--- config.mk ---
export PLATFORM = sky130hd
export DESIGN_NAME = pru_recon
export DESIGN_NICKNAME = d
export VERILOG_FILES = /design/src/rtl/pru_pkg.sv /design/src/rtl/pru_recon.sv
export VERILOG_INCLUDE_DIRS = /design/src /design/src/rtl
export SDC_FILE = /design/constraint.sdc
export NUM_CORES = 1
export LEC_CHECK = 0
export BUFFER_PORTS_ARGS = -buffer_cell sky130_fd_sc_hd__buf_4
export CORE_MARGIN = 10
export CORE_UTILIZATION = 35
export CTS_CLUSTER_SIZE = 20
export DETAILED_ROUTE_END_ITERATION = 6
export PLACE_DENSITY_LB_ADDON = 0.15
export RECOVER_POWER = 100
export SLEW_MARGIN = 15
export SYNTH_ARGS = -nofsm -noshare
export SYNTH_HDL_FRONTEND = slang
export SYNTH_SLANG_ARGS = --single-unit
--- constraint.sdc ---
create_clock -name clock -period 15.6 [get_ports clock]
set_clock_uncertainty 0.05 [all_clocks]
set_input_delay 3.12 -clock clock [delete_from_list [all_inputs] [get_ports clock]]
set_output_delay 3.12 -clock clock [all_outputs]
set_load 0.01 [all_outputs]
--- src/rtl/png_row_unfilter_top_assert.svh ---
// Assertion macros shared by the scanline reconstruction RTL
`ifndef PNG_ROW_UNFILTER_TOP_ASSERT_SVH
`define PNG_ROW_UNFILTER_TOP_ASSERT_SVH

// Check a consequent in the same cycle as its antecedent
`define PRU_ASSERT_SAME(lbl, clk, rst, ante, cons, msg) \
   lbl: assert property (@(posedge clk) disable iff (rst) (ante) |-> (cons)) \
      else $error(msg);

// Check a consequent in the cycle after its antecedent
`define PRU_ASSERT_NEXT(lbl, clk, rst, ante, cons, msg) \
   lbl: assert property (@(posedge clk) disable iff (rst) (ante) |=> (cons)) \
      else $error(msg);

`endif

--- src/rtl/pru_pkg.sv ---
// Package: shared types, constants and predictor functions for the unfilter
`default_nettype none

package pru_pkg;

   localparam int unsigned PIX_W          = 8;
   localparam int unsigned ROW_WIDTH_W    = 13;
   localparam logic [ROW_WIDTH_W-1:0] ROW_WIDTH_RESET = 13'd320;

   typedef enum logic [2:0] {
      FLT_NONE  = 3'd0,
      FLT_SUB   = 3'd1,
      FLT_UP    = 3'd2,
      FLT_AVG   = 3'd3,
      FLT_PAETH = 3'd4
   } filter_kind_type;

   // Per-pixel command from the sequencer to the reconstruction stage
   typedef struct packed {
      logic [PIX_W-1:0] data;
      filter_kind_type  filter;
      logic             first_row;
      logic             col_zero;
      logic             row_end;
   } pix_cmd_type;

   // Unknown filter codes fall back to None
   function automatic filter_kind_type decode_filter(input logic [PIX_W-1:0] code);
      filter_kind_type kind;
      kind = FLT_NONE;
      if (code[PIX_W-1:3] == '0 && code[2:0] <= FLT_PAETH) begin
         kind = filter_kind_type'(code[2:0]);
      end
      return kind;
   endfunction

   // Paeth predictor, tie order left, up, upper-left
   function automatic logic [PIX_W-1:0] paeth_pred(input logic [PIX_W-1:0] a,
                                                   input logic [PIX_W-1:0] b,
                                                   input logic [PIX_W-1:0] c);
      logic signed [PIX_W+1:0] da;
      logic signed [PIX_W+1:0] db;
      logic signed [PIX_W+1:0] dc;
      logic        [PIX_W+1:0] pa;
      logic        [PIX_W+1:0] pb;
      logic        [PIX_W+1:0] pc;
      logic        [PIX_W-1:0] pick;
      da = $signed({2'b00, b}) - $signed({2'b00, c});
      db = $signed({2'b00, a}) - $signed({2'b00, c});
      dc = $signed({2'b00, a}) + $signed({2'b00, b}) - $signed({1'b0, c, 1'b0});
      pa = (da < 0) ? (PIX_W+2)'(-da) : (PIX_W+2)'(da);
      pb = (db < 0) ? (PIX_W+2)'(-db) : (PIX_W+2)'(db);
      pc = (dc < 0) ? (PIX_W+2)'(-dc) : (PIX_W+2)'(dc);
      if (pa <= pb && pa <= pc) begin
         pick = a;
      end else if (pb <= pc) begin
         pick = b;
      end else begin
         pick = c;
      end
      return pick;
   endfunction

endpackage

`default_nettype wire

--- src/rtl/pru_recon.sv ---
// Reconstruction stage: predictor, line store write-back and result register
`default_nettype none
`include "png_row_unfilter_top_assert.svh"

module pru_recon #(
   parameter int unsigned MAX_WIDTH = 4096,
   localparam int unsigned AW = (MAX_WIDTH > 1) ? $clog2(MAX_WIDTH) : 1
) (
   input  wire logic                        clock,
   input  wire logic                        reset,
   input  wire logic                        cmd_valid,
   input  wire pru_pkg::pix_cmd_type        cmd,
   input  wire logic [AW-1:0]               cmd_addr,
   input  wire logic [pru_pkg::PIX_W-1:0]   rd_data,
   output logic                             s1_free,
   output logic                             wr_en,
   output logic [AW-1:0]                    wr_addr,
   output logic [pru_pkg::PIX_W-1:0]        wr_data,
   output logic                             rsp_valid,
   input  wire logic                        rsp_ready,
   output logic [pru_pkg::PIX_W-1:0]        rsp_pixel,
   output logic                             rsp_row_end
);

   import pru_pkg::*;

   logic              s1_valid_ff, s1_valid_in;
   pix_cmd_type       s1_cmd_ff, s1_cmd_in;
   logic [AW-1:0]     s1_addr_ff, s1_addr_in;
   logic [PIX_W-1:0]  left_ff, left_in;
   logic [PIX_W-1:0]  ul_ff, ul_in;
   logic              rsp_valid_ff, rsp_valid_in;
   logic [PIX_W-1:0]  rsp_pixel_ff, rsp_pixel_in;
   logic              rsp_row_end_ff, rsp_row_end_in;

   logic              s1_adv;
   logic [PIX_W-1:0]  a, b, c;
   logic [PIX_W-1:0]  pred;
   logic [PIX_W:0]    ab_sum;
   logic [PIX_W-1:0]  result;

   assign s1_adv  = s1_valid_ff & (~rsp_valid_ff | rsp_ready);
   assign s1_free = ~s1_valid_ff | s1_adv;

   // neighbours: zero at column 0, zero row above in the first row
   assign a      = s1_cmd_ff.col_zero ? '0 : left_ff;
   assign c      = s1_cmd_ff.col_zero ? '0 : ul_ff;
   assign b      = s1_cmd_ff.first_row ? '0 : rd_data;
   assign ab_sum = {1'b0, a} + {1'b0, b};

   always_comb begin
      case (s1_cmd_ff.filter)
         FLT_SUB:   pred = a;
         FLT_UP:    pred = b;
         FLT_AVG:   pred = ab_sum[PIX_W:1];
         FLT_PAETH: pred = paeth_pred(a, b, c);
         default:   pred = '0;
      endcase
   end

   assign result  = s1_cmd_ff.data + pred;
   assign wr_en   = s1_adv;
   assign wr_addr = s1_addr_ff;
   assign wr_data = result;

   always_comb begin
      s1_valid_in    = cmd_valid | (s1_valid_ff & ~s1_adv);
      s1_cmd_in      = cmd_valid ? cmd : s1_cmd_ff;
      s1_addr_in     = cmd_valid ? cmd_addr : s1_addr_ff;
      left_in        = s1_adv ? result : left_ff;
      ul_in          = s1_adv ? b : ul_ff;
      rsp_valid_in   = s1_adv | (rsp_valid_ff & ~rsp_ready);
      rsp_pixel_in   = s1_adv ? result : rsp_pixel_ff;
      rsp_row_end_in = s1_adv ? s1_cmd_ff.row_end : rsp_row_end_ff;
   end

   always_ff @(posedge clock) begin
      if (reset) begin
         s1_valid_ff  <= 1'b0;
         rsp_valid_ff <= 1'b0;
      end else begin
         s1_valid_ff  <= s1_valid_in;
         rsp_valid_ff <= rsp_valid_in;
      end
   end

   always_ff @(posedge clock) begin
      s1_cmd_ff      <= s1_cmd_in;
      s1_addr_ff     <= s1_addr_in;
      left_ff        <= left_in;
      ul_ff          <= ul_in;
      rsp_pixel_ff   <= rsp_pixel_in;
      rsp_row_end_ff <= rsp_row_end_in;
   end

   assign rsp_valid   = rsp_valid_ff;
   assign rsp_pixel   = rsp_pixel_ff;
   assign rsp_row_end = rsp_row_end_ff;

   `PRU_ASSERT_NEXT(a_cmd_lands, clock, reset, cmd_valid, s1_valid_ff,
                    "pixel command lost on entry to reconstruction stage")
   `PRU_ASSERT_NEXT(a_stall_holds_rd, clock, reset, s1_valid_ff && !s1_adv,
                    $stable(rd_data), "line store data changed under a stalled pixel")
   `PRU_ASSERT_NEXT(a_adv_gives_rsp, clock, reset, s1_adv, rsp_valid_ff,
                    "advanced pixel did not reach the result register")

endmodule

`default_nettype wire

# Word level (Yosys, flattened, before mapping)
# Index checks and enable logic that the tools add are counted.
classes:
  add_sub_neg: 9
  multipliers: 0
  div_mod_pow: 0
  order_cmp: 6
  eq_ne: 4
  shift: 0
  mux: 9
  bitwise_logic: 11
  n_reduce_logical: 1
ops:
  columns: ["cell", "count"]
  rows:
  - ["$mux 8", 5]
  - ["$pmux 8 s4", 1]
  - ["$le 10x10->1", 3]
  - ["$mux 10", 3]
  - ["$neg 9->10", 2]
  - ["$add 8x8->9", 2]
  - ["$lt 9x1->1 const B", 2]
  - ["$sub 8x8->9", 2]
  - ["$lt 10x1->1 const B", 1]
  - ["$neg 10->10", 1]
  - ["$sub 9x9->10", 1]
  - ["$add 8x8->8", 1]
  - ["$eq 3x2->1 const B", 2]
  - ["$not 1->1", 4]
  - ["$or 1x1->1", 4]
  - ["$and 1x1->1", 3]
  - ["$eq 3x1->1 const B", 1]
  - ["$eq 3x3->1 const B", 1]
  - ["$logic_and 1x1->1", 1]
totals:
  ff_bits: 45
  latchBits: 0
  mem_bits_rw: 0
  romBits: 0
  out_inout_bits: 32
  memories: 0

# Logic depth before layout (Yosys ltp)
depth:
  ltp_word: 10
  depth_mapped: 36
  ltp_nobuf: 33

# Least setup slack after synthesis
# Ideal clock, no wire load.
synth_timing:
  path_kind: "input to output"
  startpoint: "in rd_data[4] (netlist bit)"
  endpoint: "out wr_data[7] (netlist bit)"
  arrival_time_ns: 9.029
  required_ns: 12.430
  slack_ns: 3.401
  path_stages: 31
  path_buffers: 0
  cell_sequence: "nor2b_1 inv_1 fa_1 inv_1 ha_1 o21ai_1 a21oi_1 o31ai_1 nand2b_1 a21oi_1 xnor2_1 or4_1 ha_1 nand3_1 o31ai_1 nor2b_1 a211oi_1 a21oi_1 nand2_1 a211oi_2 o32ai_1 ha_1 a21o_1 a21oi_1 o21bai_1 a21oi_1 o21ai_0 xor2_1 o211ai_1 nor4_1 nand4bb_1"
synth_via:
  elab_chain_cells: 10
synth_lines:
  columns: ["item", "line_no", "rtl"]
  rows:
  - ["start, declared", "pru_recon.sv:14", "input wire logic [pru_pkg::PIX_W-1:0] rd_data,"]
  - ["$mux 8 (*)", "pru_recon.sv:48", "assign b = s1_cmd_ff.first_row ? '0 : rd_data;"]
  - ["$add 8x8->9", "pru_pkg.sv:50, pru_recon.sv:49", null]
  - ["$sub 9x9->10", "pru_pkg.sv:50", "dc = $signed({2'b00, a}) + $signed({2'b00, b}) - $signed({1'b0, c, 1'b0});"]
  - ["$neg 10->10 / $lt 10x1->1 (equally long branches)", "pru_pkg.sv:53", "pc = (dc < 0) ? (PIX_W+2)'(-dc) : (PIX_W+2)'(dc);"]
  - ["$mux 10", "pru_pkg.sv:53", null]
  - ["$le 10x10->1 (on tied branches)", "pru_pkg.sv:56, pru_pkg.sv:54", null]
  - ["$mux 8 / $logic_and 1x1->1 (equally long branches)", "pru_pkg.sv:56, pru_pkg.sv:54", null]
  - ["$mux 8", "pru_pkg.sv:54", "if (pa <= pb && pa <= pc) begin"]
  - ["$pmux 8 s4 (*)", "pru_recon.sv:52", "case (s1_cmd_ff.filter)"]
  - ["$add 8x8->8 (*)", "pru_recon.sv:61", "assign result = s1_cmd_ff.data + pred;"]
  - ["end, declared", "pru_recon.sv:18", "output logic [pru_pkg::PIX_W-1:0] wr_data,"]
# Mark *: on every way between the ends. The rest lies on a longest branch, timed or not.

# Final worst setup path
layout_timing:
  startpoint: "in rd_data[4] (netlist bit)"
  endpoint: "out wr_data[7] (netlist bit)"
layout_via:
  elab_chain_cells: 10
layout_lines:
  columns: ["item", "line_no", "rtl"]
  rows:
  - ["$mux 8 (*)", "pru_recon.sv:48", null]
  - ["named net b[4]", "pru_recon.sv:37", "logic [PIX_W-1:0] a, b, c;"]
  - ["$add 8x8->9", "pru_pkg.sv:50, pru_recon.sv:49", null]
  - ["$sub 9x9->10", "pru_pkg.sv:50", null]
  - ["$neg 10->10 / $lt 10x1->1 (equally long branches)", "pru_pkg.sv:53", null]
  - ["$mux 10", "pru_pkg.sv:53", null]
  - ["$le 10x10->1 (on tied branches)", "pru_pkg.sv:56, pru_pkg.sv:54", null]
  - ["$mux 8 / $logic_and 1x1->1 (equally long branches)", "pru_pkg.sv:56, pru_pkg.sv:54", null]
  - ["$mux 8", "pru_pkg.sv:54", null]
  - ["$pmux 8 s4 (*)", "pru_recon.sv:52", null]
  - ["$add 8x8->8 (*)", "pru_recon.sv:61", null]
# Mark *: on every way through the listed nets, which the timed path passes. The rest lies on a longest branch.

==> flow_metrics.tcl <==
set metrics [dict create \
    outcome "finished, violations left" \
    violations "capacitance limit, slew limit" \
    coreArea_um2 14500 \
    tightest_slew_ns 1.85 \
    dieArea_um2 20100 \
    nNetsFinal 763 \
    setup_viol 0 \
    antenna_cells 0 \
    p_leak_nw 2.59 \
    critPathRequiredTime_ns 12.43 \
    path_buf_inv 4 \
    max_slew_margin_pct -23.5 \
    dieWidth_um 142 \
    slowest_stage "fa_1" \
    synth_top_area_share_pct 24.9 \
    synth_edf_count 43 \
    grt_max_degree 28 \
    post-route-min-period_ns 13.71 \
    fmax_mhz 72.9 \
    crit_arrival_ns 10.54 \
    yosys-top-cells-count "69 x ha_1, 54 x inv_1, 43 x edfxtp_1, 42 x nor2_1, 41 x a21oi_1" \
    antenna_found_initial 0 \
    post_cts_buffers 0 \
    crit_top_cell "a21oi_1" \
    yosysUniqueCellTypes 71 \
    slew_violations 19 \
    hold_start "s1_cmd_ff[0]" \
    drive_above_1_share_pct 9.09 \
    fin_ws_ns 1.89 \
    synthTopCellsByArea "edfxtp_1 25%, ha_1 17%, xnor2_1 5.9%, a21oi_1 4.0%, inv_1 3.9%" \
    slowest_delay_ns 0.55 \
    worstSetupStartpoint "rd_data[4]" \
    dp_hpwl_um 12400 \
    synth.most_common_cell "ha_1" \
    clockRootBuffer "clkbuf_16" \
    finalSetupTns_ns 0 \
    viasPerCell 5.32 \
    place_congestion 0.851 \
    drt_iter0_markers 179 \
    yosysTopAreaCell "edfxtp_1" \
    cts_tree "built" \
    reg2reg_setup_slack_ns 7.45 \
    start_kind "primary input" \
    cp.depth 33 \
    cp_top_family "compound AO/OA/AOI/OAI gates" \
    grt_pass1_wl_um 23800 \
    drc 0 \
    fillers 1484 \
    async_reset_ff_share_pct 0 \
    routedWlPerCell_um 17.5 \
    clock-sinks 45 \
    ys_seq_elements 45 \
    io_pins 70 \
    rows 44 \
    ant_nets 0 \
    ctsLongestPathBuffers 2 \
    path_class "primary input to primary output" \
    irDropWorstVdd_v 0.0000758 \
    ys.warnings.count 0 \
    endpoint "wr_data[7]" \
    wl_um 14600 \
    path_clk_slew_ns 0.06 \
    synth-main-ff-cell "edfxtp_1" \
    cp-end-kind "primary output" \
    p_per_area_nw_per_um2 146 \
    cts_buffers 5 \
    place_ws_ns 2.17 \
    fin_crit_sh_pct 87.9 \
    rsz0062_at_grt "false" \
    worstPathMaxFanout 7 \
    track_usage_pct 14.6 \
    die_h_um 142 \
    seq_area_frac_synth_pct 25.7 \
    utilization_pct 40.8 \
    start_util_pct 35.6 \
    h-tree-depth 2 \
    grt_pass1_vias 4431 \
    crit-reg2reg-capture "rsp_pixel[7]" \
    cts_hold_buf 0 \
    port_buffers 69 \
    grt_overflow 0 \
    cts_resized 0 \
    drv_cap 1 \
    clk_latency_ns 0.29 \
    r2r-start "s1_cmd_ff[1]" \
    hold_path.class "flip-flop to flip-flop" \
    firstDrtPassIters 5 \
    syn_avg_cell_area_um2 8.91 \
    synthCells 581 \
    area_growth_pct 14.6 \
    vias 4429 \
    r2r_cells 31 \
    hold_violations 0 \
    syn-cell-area_um2 5180 \
]
[registers in the layout (all words and copies together) (netlist names)]
name	flops
s1_cmd_ff	14
wr_addr	12
rsp_valid	1
s1_valid_ff	1
rsp_row_end	1
rsp_pixel	8
ul_ff	8
[cell usage in the layout (no fill, tap or decap), drive strengths merged, types with 8 or more instances in the layout]
cell    synthesis  layout
a21oi          42      42
inv            54      55
o21ai          24      24
xnor2          36      36
fa              8       8
nor3           12      12
xor2           16      16
nand2b         27      27
a22oi           8       8
o21bai          8       8
a21o           19      19
edfxtp         43      43
nor2b          20      20
nand2          20      20
ha             69      69
nand3          18      18
nor2           42      42
clkbuf         10      73
[power by group]
group	internal (mW)	switching, mW	total (mW)	leakage [nW]
clock network	0.0766	0.0463	0.123	0.0819
registers	0.147	0.00891	0.156	0.432
logic	0.238	0.347	0.585	2.08
[final cells by class]
type / instances / area (um2) / area share (%)
Tap cell: 184 / 230 / 3.88
Sequential cell: 45 / 1330 / 22.4
Timing Repair Buffer: 71 / 402 / 6.77
Multi-Input combinational cell: 471 / 3590 / 60.6
Clock buffer: 5 / 125 / 2.11
Inverter: 54 / 203 / 3.42
Clock inverter: 3 / 48.8 / 0.822
[worst register-to-register path: cells and delay by family (launching register included)]
kind	cells	cell delay, ns
AO/OA/AOI/OAI	15	3.43
XOR/XNOR	2	0.47
adder cells (fa/ha/maj)	4	1.39
buffers and inverters	2	0.13
flip-flops	1	0.88
AND/OR/NAND/NOR	8	1.56
[per-layer routing]
metal	track usage [%]	vias to the layer above	wire, um
met5	0	-	0
met4	4.25	0	276
met3	2.57	15	555
met2	25.8	85	7380
met1	17.6	2094	6350
li1	-	2235	-
[how the worst min path moves through the flow]
stage,to,slack [ns],cells past startpoint
after global placement,rsp_row_end,0.36,0
after global routing,rsp_row_end,0.41,0
after floorplan,rsp_row_end,0.35,0
after CTS,rsp_row_end,0.39,0
after detailed placement,rsp_row_end,0.38,0
final,rsp_row_end,0.39,0
[through the flow]
stage               std cells  area [um2]  power [mW]  hold WS [ns]
floorplan                 583        5180       0.601         0.350
global placement          825        5900       0.746         0.357
detailed placement        825        5900       0.758         0.377
CTS                       833        6070       0.885         0.393
global route              833        5930       0.950         0.411
finish                    833        5930       0.864         0.388
[logic make-up (layout without fill, tap and decap cells)]
family / count (synthesis) / count (layout) / share of synthesized area [%]
compound gates: 153 / 153 / 20.4
xor+xnor: 52 / 52 / 8.94
fa+ha+maj: 80 / 80 / 20.4
buf+inv: 67 / 133 / 4.91
flops: 45 / 45 / 25.7
mux: 7 / 7 / 1.47
other cells: 2 / 4 / 0.145
simple gates: 175 / 175 / 18.1
Note: power is estimated with default switching activity, not from simulation.
