$ cat config.mk
export PLATFORM = sky130hd
export DESIGN_NAME = pru_seq
export DESIGN_NICKNAME = d
export VERILOG_FILES = /design/src/rtl/png_row_unfilter_top_assert.svh /design/src/rtl/pru_pkg.sv /design/src/rtl/pru_seq.sv
export SDC_FILE = /design/constraint.sdc
export NUM_CORES = 1
export LEC_CHECK = 0
export BUFFER_PORTS_ARGS = -buffer_cell sky130_fd_sc_hd__buf_2
export CELL_PAD_IN_SITES_DETAIL_PLACEMENT = 0
export CELL_PAD_IN_SITES_GLOBAL_PLACEMENT = 1
export CORE_ASPECT_RATIO = 0.9
export CORE_MARGIN = 4
export CORE_UTILIZATION = 33
export DETAILED_ROUTE_END_ITERATION = 10
export HOLD_SLACK_MARGIN = 0.05
export PLACE_DENSITY = 0.71
export SYNTH_ARGS = -nofsm -noshare
export SYNTH_HDL_FRONTEND = slang
export SYNTH_SLANG_ARGS = --single-unit
$ cat constraint.sdc
create_clock -name clock -period 3 [get_ports clock]
set_clock_uncertainty 0.05 [all_clocks]
set_input_delay 0.45 -clock clock [delete_from_list [all_inputs] [get_ports clock]]
set_output_delay 0.45 -clock clock [all_outputs]
set_load 0.01 [all_outputs]
$ cat src/rtl/png_row_unfilter_top_assert.svh
// Assertion macros shared by the scanline reconstruction RTL
`ifndef PNG_ROW_UNFILTER_TOP_ASSERT_SVH
`define PNG_ROW_UNFILTER_TOP_ASSERT_SVH

// Check a consequent in the same cycle as its antecedent
`define PRU_ASSERT_SAME(lbl, clk, rst, ante, cons, msg) \
   lbl: assert property (@(posedge clk) disable iff (rst) (ante) |-> (cons)) \
      else $error(msg);

// Check a consequent in the cycle after its antecedent
`define PRU_ASSERT_NEXT(lbl, clk, rst, ante, cons, msg) \
   lbl: assert property (@(posedge clk) disable iff (rst) (ante) |=> (cons)) \
      else $error(msg);

`endif

$ cat src/rtl/pru_pkg.sv
// Package: shared types, constants and predictor functions for the unfilter
`default_nettype none

package pru_pkg;

   localparam int unsigned PIX_W          = 8;
   localparam int unsigned ROW_WIDTH_W    = 13;
   localparam logic [ROW_WIDTH_W-1:0] ROW_WIDTH_RESET = 13'd320;

   typedef enum logic [2:0] {
      FLT_NONE  = 3'd0,
      FLT_SUB   = 3'd1,
      FLT_UP    = 3'd2,
      FLT_AVG   = 3'd3,
      FLT_PAETH = 3'd4
   } filter_kind_type;

   // Per-pixel command from the sequencer to the reconstruction stage
   typedef struct packed {
      logic [PIX_W-1:0] data;
      filter_kind_type  filter;
      logic             first_row;
      logic             col_zero;
      logic             row_end;
   } pix_cmd_type;

   // Unknown filter codes fall back to None
   function automatic filter_kind_type decode_filter(input logic [PIX_W-1:0] code);
      filter_kind_type kind;
      kind = FLT_NONE;
      if (code[PIX_W-1:3] == '0 && code[2:0] <= FLT_PAETH) begin
         kind = filter_kind_type'(code[2:0]);
      end
      return kind;
   endfunction

   // Paeth predictor, tie order left, up, upper-left
   function automatic logic [PIX_W-1:0] paeth_pred(input logic [PIX_W-1:0] a,
                                                   input logic [PIX_W-1:0] b,
                                                   input logic [PIX_W-1:0] c);
      logic signed [PIX_W+1:0] da;
      logic signed [PIX_W+1:0] db;
      logic signed [PIX_W+1:0] dc;
      logic        [PIX_W+1:0] pa;
      logic        [PIX_W+1:0] pb;
      logic        [PIX_W+1:0] pc;
      logic        [PIX_W-1:0] pick;
      da = $signed({2'b00, b}) - $signed({2'b00, c});
      db = $signed({2'b00, a}) - $signed({2'b00, c});
      dc = $signed({2'b00, a}) + $signed({2'b00, b}) - $signed({1'b0, c, 1'b0});
      pa = (da < 0) ? (PIX_W+2)'(-da) : (PIX_W+2)'(da);
      pb = (db < 0) ? (PIX_W+2)'(-db) : (PIX_W+2)'(db);
      pc = (dc < 0) ? (PIX_W+2)'(-dc) : (PIX_W+2)'(dc);
      if (pa <= pb && pa <= pc) begin
         pick = a;
      end else if (pb <= pc) begin
         pick = b;
      end else begin
         pick = c;
      end
      return pick;
   endfunction

endpackage

`default_nettype wire

$ cat src/rtl/pru_seq.sv
// Row sequencer: filter byte decode, column tracking, line store read issue
`default_nettype none

module pru_seq #(
   parameter int unsigned MAX_WIDTH = 4096,
   localparam int unsigned AW = (MAX_WIDTH > 1) ? $clog2(MAX_WIDTH) : 1
) (
   input  wire logic                              clock,
   input  wire logic                              reset,
   input  wire logic                              req_valid,
   output logic                                   req_ready,
   input  wire logic [pru_pkg::PIX_W-1:0]         req_data_byte,
   input  wire logic                              req_start_image,
   input  wire logic                              csr_valid,
   output logic                                   csr_ready,
   input  wire logic [pru_pkg::ROW_WIDTH_W-1:0]   csr_row_width,
   input  wire logic                              s1_free,
   output logic                                   cmd_valid,
   output pru_pkg::pix_cmd_type                   cmd,
   output logic [AW-1:0]                          cmd_addr,
   output logic                                   rd_en
);

   import pru_pkg::*;

   localparam int unsigned CMPW = ((AW + 1 > ROW_WIDTH_W) ? AW + 1 : ROW_WIDTH_W) + 1;

   logic [ROW_WIDTH_W-1:0] row_width_ff, row_width_in;
   logic [AW-1:0]          column_ff, column_in;
   logic                   awaiting_ff, awaiting_in;
   logic                   first_row_ff, first_row_in;
   filter_kind_type        filter_ff, filter_in;

   logic            accept;
   logic            first_eff;
   logic            await_eff;
   logic [CMPW-1:0] width_sat;
   logic [CMPW-1:0] col_next;
   logic            last;

   assign req_ready = s1_free;
   assign csr_ready = 1'b1;
   assign accept    = req_valid & s1_free;
   assign first_eff = req_start_image | first_row_ff;
   assign await_eff = req_start_image | awaiting_ff;

   // saturate width to 1..MAX_WIDTH
   always_comb begin
      if (row_width_ff == '0) begin
         width_sat = CMPW'(1);
      end else if (CMPW'(row_width_ff) > CMPW'(MAX_WIDTH)) begin
         width_sat = CMPW'(MAX_WIDTH);
      end else begin
         width_sat = CMPW'(row_width_ff);
      end
   end

   assign col_next = CMPW'(column_ff) + CMPW'(1);
   assign last     = (col_next >= width_sat);

   always_comb begin
      row_width_in = row_width_ff;
      column_in    = column_ff;
      awaiting_in  = awaiting_ff;
      first_row_in = first_row_ff;
      filter_in    = filter_ff;
      if (csr_valid) begin
         row_width_in = csr_row_width;
      end
      if (accept) begin
         if (await_eff) begin
            filter_in    = decode_filter(req_data_byte);
            column_in    = '0;
            awaiting_in  = 1'b0;
            first_row_in = first_eff;
         end else if (last) begin
            column_in    = '0;
            awaiting_in  = 1'b1;
            first_row_in = 1'b0;
         end else begin
            column_in    = AW'(col_next);
            first_row_in = first_eff;
         end
      end
   end

   always_ff @(posedge clock) begin
      if (reset) begin
         row_width_ff <= ROW_WIDTH_RESET;
         column_ff    <= '0;
         awaiting_ff  <= 1'b1;
         first_row_ff <= 1'b1;
         filter_ff    <= FLT_NONE;
      end else begin
         row_width_ff <= row_width_in;
         column_ff    <= column_in;
         awaiting_ff  <= awaiting_in;
         first_row_ff <= first_row_in;
         filter_ff    <= filter_in;
      end
   end

   assign cmd_valid = accept & ~await_eff;
   assign rd_en     = cmd_valid & ~first_eff;
   assign cmd_addr  = column_ff;
   assign cmd       = '{data:      req_data_byte,
                        filter:    filter_ff,
                        first_row: first_eff,
                        col_zero:  (column_ff == '0),
                        row_end:   last};

endmodule

`default_nettype wire

# Word level (Yosys, flattened, before mapping)
# Index checks and enable logic that the tools add are counted.
# totals
input_bits,27
ff_bits,30
word_cells,32
# op_classes
bitwise,7
n_lt_le_gt_ge,3
n_reduce_logical,7
add_sub_neg,1
n_mux,9
# op_table
cell,n
$mux 13,2
$mux 12,2
$ge 13x14->1,1
$add 12x1->13 const B,1
$gt 13x13->1 const B,1
$logic_not 13->1,1
$logic_not 12->1,1
$logic_not 5->1,1
$mux 1,4
$reduce_and 2->1,2
$and 1x1->1,3
$le 3x3->1 const B,1
$mux 3,1
$not 1->1,2
$or 1x1->1,2
$reduce_bool 2->1,1
$logic_and 1x1->1,1

# Longest topological paths before layout
# Gate-level depths: netlist (run 1).
# depth
ltp_word,6
ltp_mapped,14

# Worst setup path before layout (run 1)
# No wires, ideal clock.
# synth_path
kind,reg-to-output
start,"register column_ff[1], in the netlist cmd_addr[1]"
end,output cmd[0] in the netlist's numbering
arrival_time_ps,2734
required_time_ps,2500
slack_ps,-234
path_stages_with_launch,14
cell_sequence,dfxtp_1 ha_1 nand3_1 nor2_1 nand3_1 and2_1 or2_2 ha_1 nand4_1 or4_1 o211ai_2 nor3_1 inv_1 buf_4
# synth_between
elab_chain_len,2
# synth_lines
element,line_no,rtl
start: declaration,pru_seq.sv:29,"logic [AW-1:0] column_ff, column_in;"
start signal: assignment,pru_seq.sv:96,column_ff <= column_in;
$add 12x1->13,pru_seq.sv:58,assign col_next = CMPW'(column_ff) + CMPW'(1);
$ge 13x14->1,pru_seq.sv:59,assign last = (col_next >= width_sat);
end: declaration,pru_seq.sv:19,"output pru_pkg::pix_cmd_type cmd,"
# No other way between the ends.

==> summary.txt, run 1 <==
Critical Path Start: cmd_addr[1]
chip width: 87.8 um
Vias: 1878
DR DRC count: 0
Post-Route WL: 5060 um
Hold Path Class: in2reg
max-cap violations: 0
RePlAce Congestion: 0.835
outcome: complete, but fails checks
vias in the first global route: 1809
initial antenna violation count: 0
Top FF cell, synth: dfxtp_1
Tightest Pin Transition: 621 ps
Post-Synthesis Cell Area: 1890 um^2
Layout area overhead: 45.2%
drt via density: 4.93
CTS Buffer Depth: 2
Max Slew Vio Count: 0
fraction of registers with async set/reset: 0%
leak pwr: 0.00126 uW
Max Freq: 302 MHz
Post-Synth Simple-Gate Area: 29.8%
Compound-Gate Fraction of Synth Area: 13.7%
Reg power frac: 47.5%
Int Power: 653 uW
Max FO, Critical Path: 3
Die Ht: 79.8 um
Critical Path AT: 2820 ps
root buf cell: clkbuf_8
synthesized net count: 281
Slew HR: 58.5%
Cells after Synth: 239
Nets: 355
CTS clk-pin slew, worst paths: 60 ps
peak supply drop: 0.000252 V
Ant. Diodes: 0
WL per Instance: 13.3 um
grt total ovfl: 0
Setup-failing EPs final: 12
sw frac: 25.9%
DR pass1 iterations: 4
beginning of the worst hold path: csr_row_width[8]
Worst setup SP type: register
Comb power frac: 14.5%
number of synthesized flops with an enable pin: 0
most frequent cells in the layout: 55 x buf_2, 28 x nand2_1, 26 x buf_4
post-synthesis mux area share: 6.35%
clk_lat worst skew: 280 ps
Top Ports: 57
fin util: 50.8%
Post-Synth Adder-Cell Area: 9.92%
failing checks: setup timing
Port Buffers: 55
largest family of logic cells by synthesized area: simple AND/OR/NAND/NOR gates
post-synthesis cell type count: 36
post-route ant nets: 0
Final Hold Vio Count: 0
htree depth: 2
GRT Overall Usage: 15.0%
CTS tree: done
Worst EP required: 2500 ps
CTS Buf Count: 5
overall power: 881 uW
RSZ-0062 raised after global routing: yes
Seq/Total Area, Yosys: 31.7%
Clock Power Share: 38.0%
global-route wire length before repair: 8260 um
setup ws final: -317 ps
hold bufs inserted after CTS: 0
share of cells above drive strength 1: 47.1%
Power Dens Cells: 321 nW/um^2
Tmin final: 3320 ps
Core Area: 5410 um^2
leading cell type in the layout, fill and taps excluded: buf_2
synthesized flop and latch total: 30
largest net degree at the start of global routing: 31
Final HPWL DP: 3670 um
clk sinks: 30
period utilization: 111%
Crit. End Element: output port
Iter 0 DRT Violations: 76
xor-xnor portion of the synthesized cell area: 0.463%
Worst R2R Start: cmd_addr[1]
Crit Path Category: reg2out
Yosys warning count: 0
Rows: 25
Starting Density: 35.0%
mean area per synthesized cell: 7.92 um^2
sw power: 229 uW
die footprint: 7010 um^2
power by group through the flow:
stage | clock network, uW | logic (uW) | registers (uW)
6_report | 335 | 128 | 419
5_1_grt | 368 | 143 | 420
4_1_cts | 347 | 121 | 418
3_5_place_dp | 0 | 110 | 427
3_3_place_gp | 0 | 109 | 427
2_1_floorplan | 0 | 76.5 | 425
cells by family (layout without fill, tap and decap cells):
group	count (synthesis)	count (layout)
fa+ha+maj	15	15
mux	12	12
flops	30	30
compound gates	42	42
simple gates	112	112
buf+inv	26	101
other cells	1	1
xor+xnor	1	1
Yosys cell counts (2+ instances only):
cell type   n  area [um^2]
dfxtp_1    30          601
nand2_1    29          109
nor2_1     27          101
a21oi_1    16         80.1
ha_1       15          188
buf_4      13         97.6
mux2i_1    12          120
o21ai_0    12         60.1
nor2b_1    11         68.8
or2_2      11         68.8
clkbuf_1    6         22.5
inv_1       6         22.5
nor3_1      6         30.0
and2_1      5         31.3
nand3_1     5         25.0
and3_1      4         25.0
nand4_1     4         25.0
nor4_1      4         25.0
a22oi_1     3         22.5
a211o_1     2         17.5
nor4b_1     2         17.5
or4_1       2         15.0
timing repair:
item	in CTS	in global routing
endpoints found under the setup margin	14	14
setup buffers	4	6
gates resized for setup	24	35
pin swaps	18	20
cloned	0	1
final timing paths:
check / to / slack, ps / cells after the start
worst max-delay path: cmd[0] / -320 / 13
worst min-delay path: row_width_ff[8] / 330 / 2
worst max register to register: cmd_addr[0] / -280 / 18
worst min register to register: first_row_ff / 440 / 2
registers in the layout (all words and copies together) (netlist names):
register and count:
row_width_ff 13, cmd_addr 12, awaiting_ff 1, first_row_ff 1, filter_ff 3
cell type report:
cell class / count / area, um^2
Timing Repair Buffer: 87 / 538
Sequential cell: 30 / 612
Fill cell: 545 / 2660
Tap cell: 67 / 83.8
Clock buffer: 7 / 86.3
Clock inverter: 1 / 5.00
Inverter: 6 / 22.5
Multi-Input combinational cell: 183 / 1400
critical path, cell delays in order (launching register included):
cell	delay, ps
dfxtp_4	360
nand4_1	170
nor2_2	200
and3_4	210
nor2b_2	40
or2_4	230
ha_4	270
nand3_2	60
or4_4	560
o211ai_4	100
buf_6	120
nor3_2	40
inv_1	50
buf_2	120
per-layer routing:
| metal | global-route usage (%) | up-vias | part of all wire (%) |
|---|---|---|---|
| met5 | 0 | - | 0 |
| met2 | 23.1 | 40 | 44 |
| met3 | 3.72 | 7 | 5.0 |
| met4 | 4.14 | 0 | 1.1 |
| met1 | 20.6 | 862 | 50 |
| li1 | - | 969 | - |
through the flow:
stage | instance area, um^2 | setup slack, ps | cells | setup TNS [ps] | hold slack (ps)
4_1_cts | 2580 | -278 | 374 | -278 | 323
3_5_place_dp | 2320 | -368 | 362 | -3610 | 410
5_1_grt | 2750 | -474 | 381 | -4850 | 325
3_3_place_gp | 2320 | -322 | 362 | -3130 | 411
6_report | 2750 | -317 | 381 | -2700 | 332
2_1_floorplan | 1930 | 4.80 | 239 | 0 | 390
Note: power is estimated with default switching activity, not from simulation.
==> run 2, diff against run 1 <==
--- a/config.mk
+++ b/config.mk
@@ -5,15 +5,16 @@
 export SDC_FILE = /design/constraint.sdc
 export NUM_CORES = 1
 export LEC_CHECK = 0
-export BUFFER_PORTS_ARGS = -buffer_cell sky130_fd_sc_hd__buf_2
 export CELL_PAD_IN_SITES_DETAIL_PLACEMENT = 0
 export CELL_PAD_IN_SITES_GLOBAL_PLACEMENT = 1
 export CORE_ASPECT_RATIO = 0.9
 export CORE_MARGIN = 4
-export CORE_UTILIZATION = 33
+export CORE_UTILIZATION = 41
 export DETAILED_ROUTE_END_ITERATION = 10
+export DONT_BUFFER_PORTS = 1
 export HOLD_SLACK_MARGIN = 0.05
 export PLACE_DENSITY = 0.71
 export SYNTH_ARGS = -nofsm -noshare
 export SYNTH_HDL_FRONTEND = slang
 export SYNTH_SLANG_ARGS = --single-unit
+export TNS_END_PERCENT = 30
==> summary.txt, run 2 (synthesized netlist as in run 1, its figures left out) <==
Max FO, Critical Path: 3 (unchanged)
initial antenna violation count: 0 (unchanged)
largest net degree at the start of global routing: 31 (unchanged)
Worst EP required: 2500 ps (about the same)
Post-Route WL: 4940 um (was 5060 um)
peak supply drop: 0.000226 V (was 0.000252 V)
root buf cell: clkbuf_8 (unchanged)
leak pwr: 0.00108 uW (was 0.00126 uW)
CTS tree: done (unchanged)
Final TNS setup: -562 ps (was -2700 ps)
clk sinks: 30 (unchanged)
Register Area: 612 um^2 (unchanged)
Largest register FFs: 13 (unchanged)
Final Hold Vio Count: 0 (unchanged)
RSZ-0062 raised after global routing: yes (unchanged)
Core Area: 4460 um^2 (was 5410 um^2)
htree depth: 2 (unchanged)
Iter 0 DRT Violations: 89 (was 76)
clk_lat worst skew: 290 ps (was 280 ps)
Nets: 309 (was 355)
DR DRC count: 0 (unchanged)
Tightest Pin Transition: 637 ps (was 621 ps)
Max Freq: 309 MHz (was 302 MHz)
CTS clk-pin slew, worst paths: 70 ps (was 60 ps)
chip width: 79.6 um (was 87.8 um)
Critical Path AT: 2730 ps (was 2820 ps)
DR pass1 iterations: 4 (unchanged)
failing checks: setup timing (unchanged)
Port Buffers: 0 (was 55)
most frequent cells in the layout: 37 x buf_4, 28 x nand2_1, 25 x nor2_1, 25 x dfxtp_1, 14 x a21oi_1 (was 55 x buf_2, 28 x nand2_1, 26 x buf_4)
Slew HR: 57.4% (was 58.5%)
CTS Buf Count: 5 (unchanged)
Placed Area: 2110 um^2 (was 2320 um^2)
RePlAce Congestion: 0.787 (was 0.835)
crit path cell chain: nand4_1 > nor2_2 > and3_4 > nor2b_2 > or2_4 > ha_4 > buf_6 > nand3_4 > or4_4 > o211ai_2 > buf_4 > nor3_4 > inv_2 (was nand4_1 > nor2_2 > and3_4 > nor2b_2 > or2_4 > ha_4 > nand3_2 > or4_4 > o211ai_4 > buf_6 > nor3_2 > inv_1 > buf_2)
max-cap violations: 0 (unchanged)
vias in the first global route: 1694 (was 1809)
Setup-failing EPs final: 9 (was 12)
pre-CTS worst setup slack: -364 ps (was -368 ps)
hold bufs inserted after CTS: 0 (unchanged)
slowest stage delay, CP: 520 ps (was 560 ps)
post-route ant nets: 0 (unchanged)
Crit. End Element: output port (unchanged)
grt total ovfl: 0 (unchanged)
drt via density: 5.21 (was 4.93)
Design Area, Final: 2500 um^2 (was 2750 um^2)
share of cells above drive strength 1: 35.8% (was 47.1%)
leading cell type in the layout, fill and taps excluded: buf_4 (was buf_2)
die footprint: 5770 um^2 (was 7010 um^2)
Power Dens Cells: 355 nW/um^2 (was 321 nW/um^2)
Crit Path Category: reg2out (unchanged)
Top Ports: 57 (unchanged)
GRT Overall Usage: 17.7% (was 15.0%)
Final HPWL DP: 3470 um (was 3670 um)
Biggest register: row_width_ff (unchanged)
Filler cells: 423 (was 545)
global-route wire length before repair: 7940 um (was 8260 um)
Hold Path Class: in2reg (unchanged)
setup ws final: -234 ps (was -317 ps)
Layout area overhead: 32.1% (was 45.2%)
period utilization: 108% (was 111%)
Tmin final: 3230 ps (was 3320 ps)
fin util: 56.0% (was 50.8%)
CP max-delay cell: or4_4 (unchanged)
WL per Instance: 15.0 um (was 13.3 um)
outcome: complete, but fails checks (unchanged)
Ant. Diodes: 0 (unchanged)
Starting Density: 42.4% (was 35.0%)
Vias: 1720 (was 1878)
Worst setup SP type: register (unchanged)
Multi-input gate area: 1360 um^2 (was 1400 um^2)
CTS Buffer Depth: 2 (unchanged)
Die Ht: 72.4 um (was 79.8 um)
Rows: 23 (was 25)
Max Slew Vio Count: 0 (unchanged)
[run 2: changes by cell type in the layout (fill, tap and decap cells not counted), sizes merged]
cell / delta
clkbuf: +1
buf: -46
clkinv: -1
[run 2: critical path, delay by kind of cell, from the launching register on]
family                     cells  cell delay, ps
adders and majority gates      1             270
and+or+nand+nor                8            1420
buffers and inverters          3             300
AOI/OAI and AO/OA              1              90
DFF                            1             360
[run 2: path summary, 6_finish.rpt]
kind	from	endpoint	slack [ps]	cells after the start
min	reset	cmd_addr[7]	170	1
min reg2reg	first_row_ff	first_row_ff	440	2
max reg2reg	cmd_addr[0]	cmd_addr[1]	-150	18
max	cmd_addr[0]	cmd[0]	-230	13
[run 2: metrics by stage]
stage	cells	hold slack (ps)	total power, uW
after floorplan	239	390	501
after global placement	312	408	496
after detailed placement	312	409	497
after CTS	329	169	898
after global routing	330	167	931
final	330	170	888
[run 2: area by class of cell]
| cell class | count | area share (%) |
|---|---|---|
| well taps | 62 | 3.10 |
| repair buffers | 41 | 12.9 |
| clock buffers | 8 | 4.40 |
| inverters | 6 | 0.901 |
| flip-flops and latches | 30 | 24.5 |
| multi-input cells | 183 | 54.2 |
[run 2: metal layers]
metal	part of all wire (%)	GRT usage (%)	vias to the layer above
li1	-	-	881
met1	49	24.4	786
met2	44	26.8	45
met3	5.9	4.59	8
met4	1.4	6.30	0
met5	0	0	-
[run 2: what timing repair did]
action | 4_1_cts | 5_1_grt
pin swaps | 15 | 6
setup endpoints to repair | 14 | 15
hold endpoints to repair | 0 | 0
gates resized for setup | 28 | 17
setup buffers | 9 | 1
[run 2: report_power, final]
| part | leakage, uW | internal, uW | switching [uW] |
|---|---|---|---|
| sequential | 0.000248 | 409 | 10.5 |
| clock | 0.0000575 | 231 | 154 |
| combinational | 0.000770 | 40.9 | 43.0 |
==> run 3, diff against run 2 <==
--- a/config.mk
+++ b/config.mk
@@ -5,15 +5,16 @@
 export SDC_FILE = /design/constraint.sdc
 export NUM_CORES = 1
 export LEC_CHECK = 0
+export ABC_AREA = 1
 export CELL_PAD_IN_SITES_DETAIL_PLACEMENT = 0
 export CELL_PAD_IN_SITES_GLOBAL_PLACEMENT = 1
 export CORE_ASPECT_RATIO = 0.9
 export CORE_MARGIN = 4
-export CORE_UTILIZATION = 41
+export CORE_UTILIZATION = 43
 export DETAILED_ROUTE_END_ITERATION = 10
 export DONT_BUFFER_PORTS = 1
 export HOLD_SLACK_MARGIN = 0.05
-export PLACE_DENSITY = 0.71
+export PLACE_DENSITY = 0.74
 export SYNTH_ARGS = -nofsm -noshare
 export SYNTH_HDL_FRONTEND = slang
 export SYNTH_SLANG_ARGS = --single-unit
==> constraint.sdc (replaced) <==
create_clock -name clock -period 3.4 [get_ports clock]
set_clock_uncertainty 0.05 [all_clocks]
set_input_delay 0.51 -clock clock [delete_from_list [all_inputs] [get_ports clock]]
set_output_delay 0.51 -clock clock [all_outputs]
set_load 0.01 [all_outputs]
==> summary.txt, run 3 <==
CP max-delay cell: dfxtp_1 (was or4_4)
Post-Route WL: 4590 um (was 4940 um)
Seq/Total Area, Yosys: 30.5% (was 31.7%)
Max Freq: 327 MHz
Max FO, Critical Path: 6 (was 3)
Final TNS setup: 0 ps (was -562 ps)
vias in the first global route: 1646 (was 1694)
CTS Buf Count: 5 (unchanged)
Vias: 1757 (was 1720)
top-area cell type share of the netlist area: 30.5% (was 31.7%)
post-route ant nets: 0 (unchanged)
RSZ-0062 raised after global routing: no (was yes)
share of cells above drive strength 1: 7.67% (was 35.8%)
Biggest register: row_width_ff (unchanged)
Ant. Diodes: 0 (unchanged)
Final HPWL DP: 3550 um (was 3470 um)
chip width: 79.3 um (was 79.6 um)
Crit. End Element: output port (unchanged)
Worst setup SP type: register (unchanged)
Register Area: 601 um^2 (was 612 um^2)
Hold Path Class: in2reg (unchanged)
Power Dens Cells: 367 nW/um^2 (was 355 nW/um^2)
DR pass1 iterations: 4 (unchanged)
Worst EP required: 2840 ps (was 2500 ps)
area leader, netlist: dfxtp_1 (unchanged)
fraction of registers with async set/reset: 0% (unchanged)
number of synthesized flops with an enable pin: 0 (unchanged)
drt via density: 5.03 (was 5.21)
period utilization: 90.1%
Setup-failing EPs final: 0 (was 9)
Post-Synthesis Cell Area: 1970 um^2 (was 1890 um^2)
Critical Path AT: 2500 ps (was 2730 ps)
Top FF cell, synth: dfxtp_1 (unchanged)
Starting Density: 44.4% (was 42.4%)
CTS clk-pin slew, worst paths: 60 ps (was 70 ps)
CTS tree: done (unchanged)
synth top area cells: dfxtp_1 30%, nand2_1 15%, ha_1 9.5% (was dfxtp_1 32%, ha_1 9.9%, mux2i_1 6.3%)
synthesized net count: 339 (was 281)
Nets: 328 (was 309)
Max Slew Vio Count: 0 (unchanged)
Crit Path Category: reg2out (unchanged)
synthesized flop and latch total: 30 (unchanged)
CP most frequent cell: nand2_1
slowest stage delay, CP: 490 ps (was 520 ps)
initial antenna violation count: 0 (unchanged)
GRT Overall Usage: 17.2% (was 17.7%)
global-route wire length before repair: 7770 um (was 7940 um)
Multi-input gate area: 1130 um^2 (was 1360 um^2)
Largest register FFs: 13 (unchanged)
Top Ports: 57 (unchanged)
Placed Area: 1940 um^2 (was 2110 um^2)
Final Hold Vio Count: 0 (unchanged)
Layout area overhead: 3.05% (was 32.1%)
CTS Buffer Depth: 2 (unchanged)
mean area per synthesized cell: 6.63 um^2 (was 7.92 um^2)
leak pwr: 0.000914 uW (was 0.00108 uW)
Design Area, Final: 2030 um^2 (was 2500 um^2)
max-cap violations: 0 (unchanged)
hold bufs inserted after CTS: 0 (unchanged)
root buf cell: clkbuf_8 (unchanged)
die footprint: 5730 um^2 (was 5770 um^2)
most frequent cells in the layout: 80 x nand2_1, 33 x nor2_1, 30 x dfxtp_1 (was 37 x buf_4, 28 x nand2_1, 25 x nor2_1, 25 x dfxtp_1, 14 x a21oi_1)
largest net degree at the start of global routing: 18 (was 31)
outcome: completed (was complete, but fails checks)
Iter 0 DRT Violations: 83 (was 89)
most frequent cell after synthesis: nand2_1 (was dfxtp_1)
Cells after Synth: 297 (was 239)
Core Area: 4430 um^2 (was 4460 um^2)
peak supply drop: 0.000214 V (was 0.000226 V)
Tightest Pin Transition: 567 ps (was 637 ps)
DR DRC count: 0 (unchanged)
WL per Instance: 13.2 um (was 15.0 um)
synth cell count leaders: 80 x nand2_1, 33 x nor2_1, 30 x dfxtp_1 (was 30 x dfxtp_1, 29 x nand2_1, 27 x nor2_1)
Slew HR: 62.1% (was 57.4%)
Rows: 23 (unchanged)
postcts setup bufs: 0 (was 9)
crit path cell chain: ha_1 > nand2_1 > nor2_4 > nand3_1 > nor4_1 > ha_1 > inv_1 > nor2_1 > nand2_1 > nand3_1 > a21oi_1 > nand2_1 (was nand4_1 > nor2_2 > and3_4 > nor2b_2 > or2_4 > ha_4 > buf_6 > nand3_4 > or4_4 > o211ai_2 > buf_4 > nor3_4 > inv_2)
RePlAce Congestion: 0.847 (was 0.787)
htree depth: 2 (unchanged)
Resize count post-CTS: 0 (was 28)
clk sinks: 30 (unchanged)
Die Ht: 72.2 um (was 72.4 um)
Yosys warning count: 0 (unchanged)
Tmin final: 3060 ps
leading cell type in the layout, fill and taps excluded: nand2_1 (was buf_4)
Filler cells: 490 (was 423)
clk_lat worst skew: 280 ps (was 290 ps)
grt total ovfl: 0 (unchanged)
Port Buffers: 0 (unchanged)
post-synthesis cell type count: 25 (was 36)
[run 3: changes by cell type after synthesis, sizes merged, moves of 5 or more]
cell / change
a21oi: +7
nand4: +11
o21ai: +6
nor2b: -11
mux2i: -12
or2: -10
and2: -5
nand2: +54
nand3: +6
inv: +24
nor2: +10
[run 3: metal layers]
layer	up-vias	track usage [%]	wire length, um	part of all wire [%]
met5	-	0	0	0
met4	0	5.34	44	0.96
met3	5	4.71	271	5.9
met2	58	26.6	1980	43
met1	758	23.4	2300	50
li1	936	-	-	-
[run 3: worst paths after layout]
check,start,to,slack (ps),cells past startpoint
min reg2reg,awaiting_ff,awaiting_ff,420,2
max,cmd_addr[0],cmd[0],340,12
min,reset,cmd_addr[11],240,1
max reg2reg,cmd_addr[0],cmd_addr[6],770,14
[run 3: area by class of cell]
type | instances | share of cell area [%]
Multi-Input combinational cell | 217 | 55.8
Sequential cell | 30 | 29.6
Inverter | 30 | 5.55
Clock buffer | 7 | 4.25
Tap cell | 62 | 3.82
Timing Repair Buffer | 2 | 0.740
Clock inverter | 1 | 0.247
[run 3: kinds of logic (layout without fill, tap and decap cells)]
family / Yosys count / count (layout) / share of synthesized area, %
fa+ha+maj: 15 / 15 / 9.53
simple gates: 156 / 156 / 35.0
buf+inv: 50 / 40 / 12.0
flops: 30 / 30 / 30.5
other cells: 1 / 1 / 0.190
xor+xnor: 4 / 4 / 2.16
compound gates: 41 / 41 / 10.6
[run 3: through the flow]
| stage | setup slack (ps) | instances | hold slack [ps] | utilization, % | power, uW |
|---|---|---|---|---|---|
| finish | 338 | 349 | 238 | 45.8 | 745 |
| global route | 133 | 349 | 221 | 45.8 | 786 |
| CTS | 299 | 349 | 227 | 45.8 | 756 |
| detailed placement | 631 | 341 | 415 | 43.7 | 457 |
| global placement | 689 | 341 | 411 | 43.7 | 457 |
| floorplan | 866 | 297 | 387 | - | 457 |
[run 3: critical path: cells and delay by family (launching register included)]
family	cells	cell delay, ps
flip-flops	1	490
buffers and inverters	1	60
AO/OA/AOI/OAI	1	180
AND/OR/NAND/NOR	8	970
adder cells (fa/ha/maj)	2	530
[run 3: power breakdown]
group | switching, uW | total, uW | internal [uW]
clock network | 134 | 297 | 163
logic | 45.5 | 70.5 | 25.0
registers | 11.5 | 378 | 366
total | 191 | 745 | 554
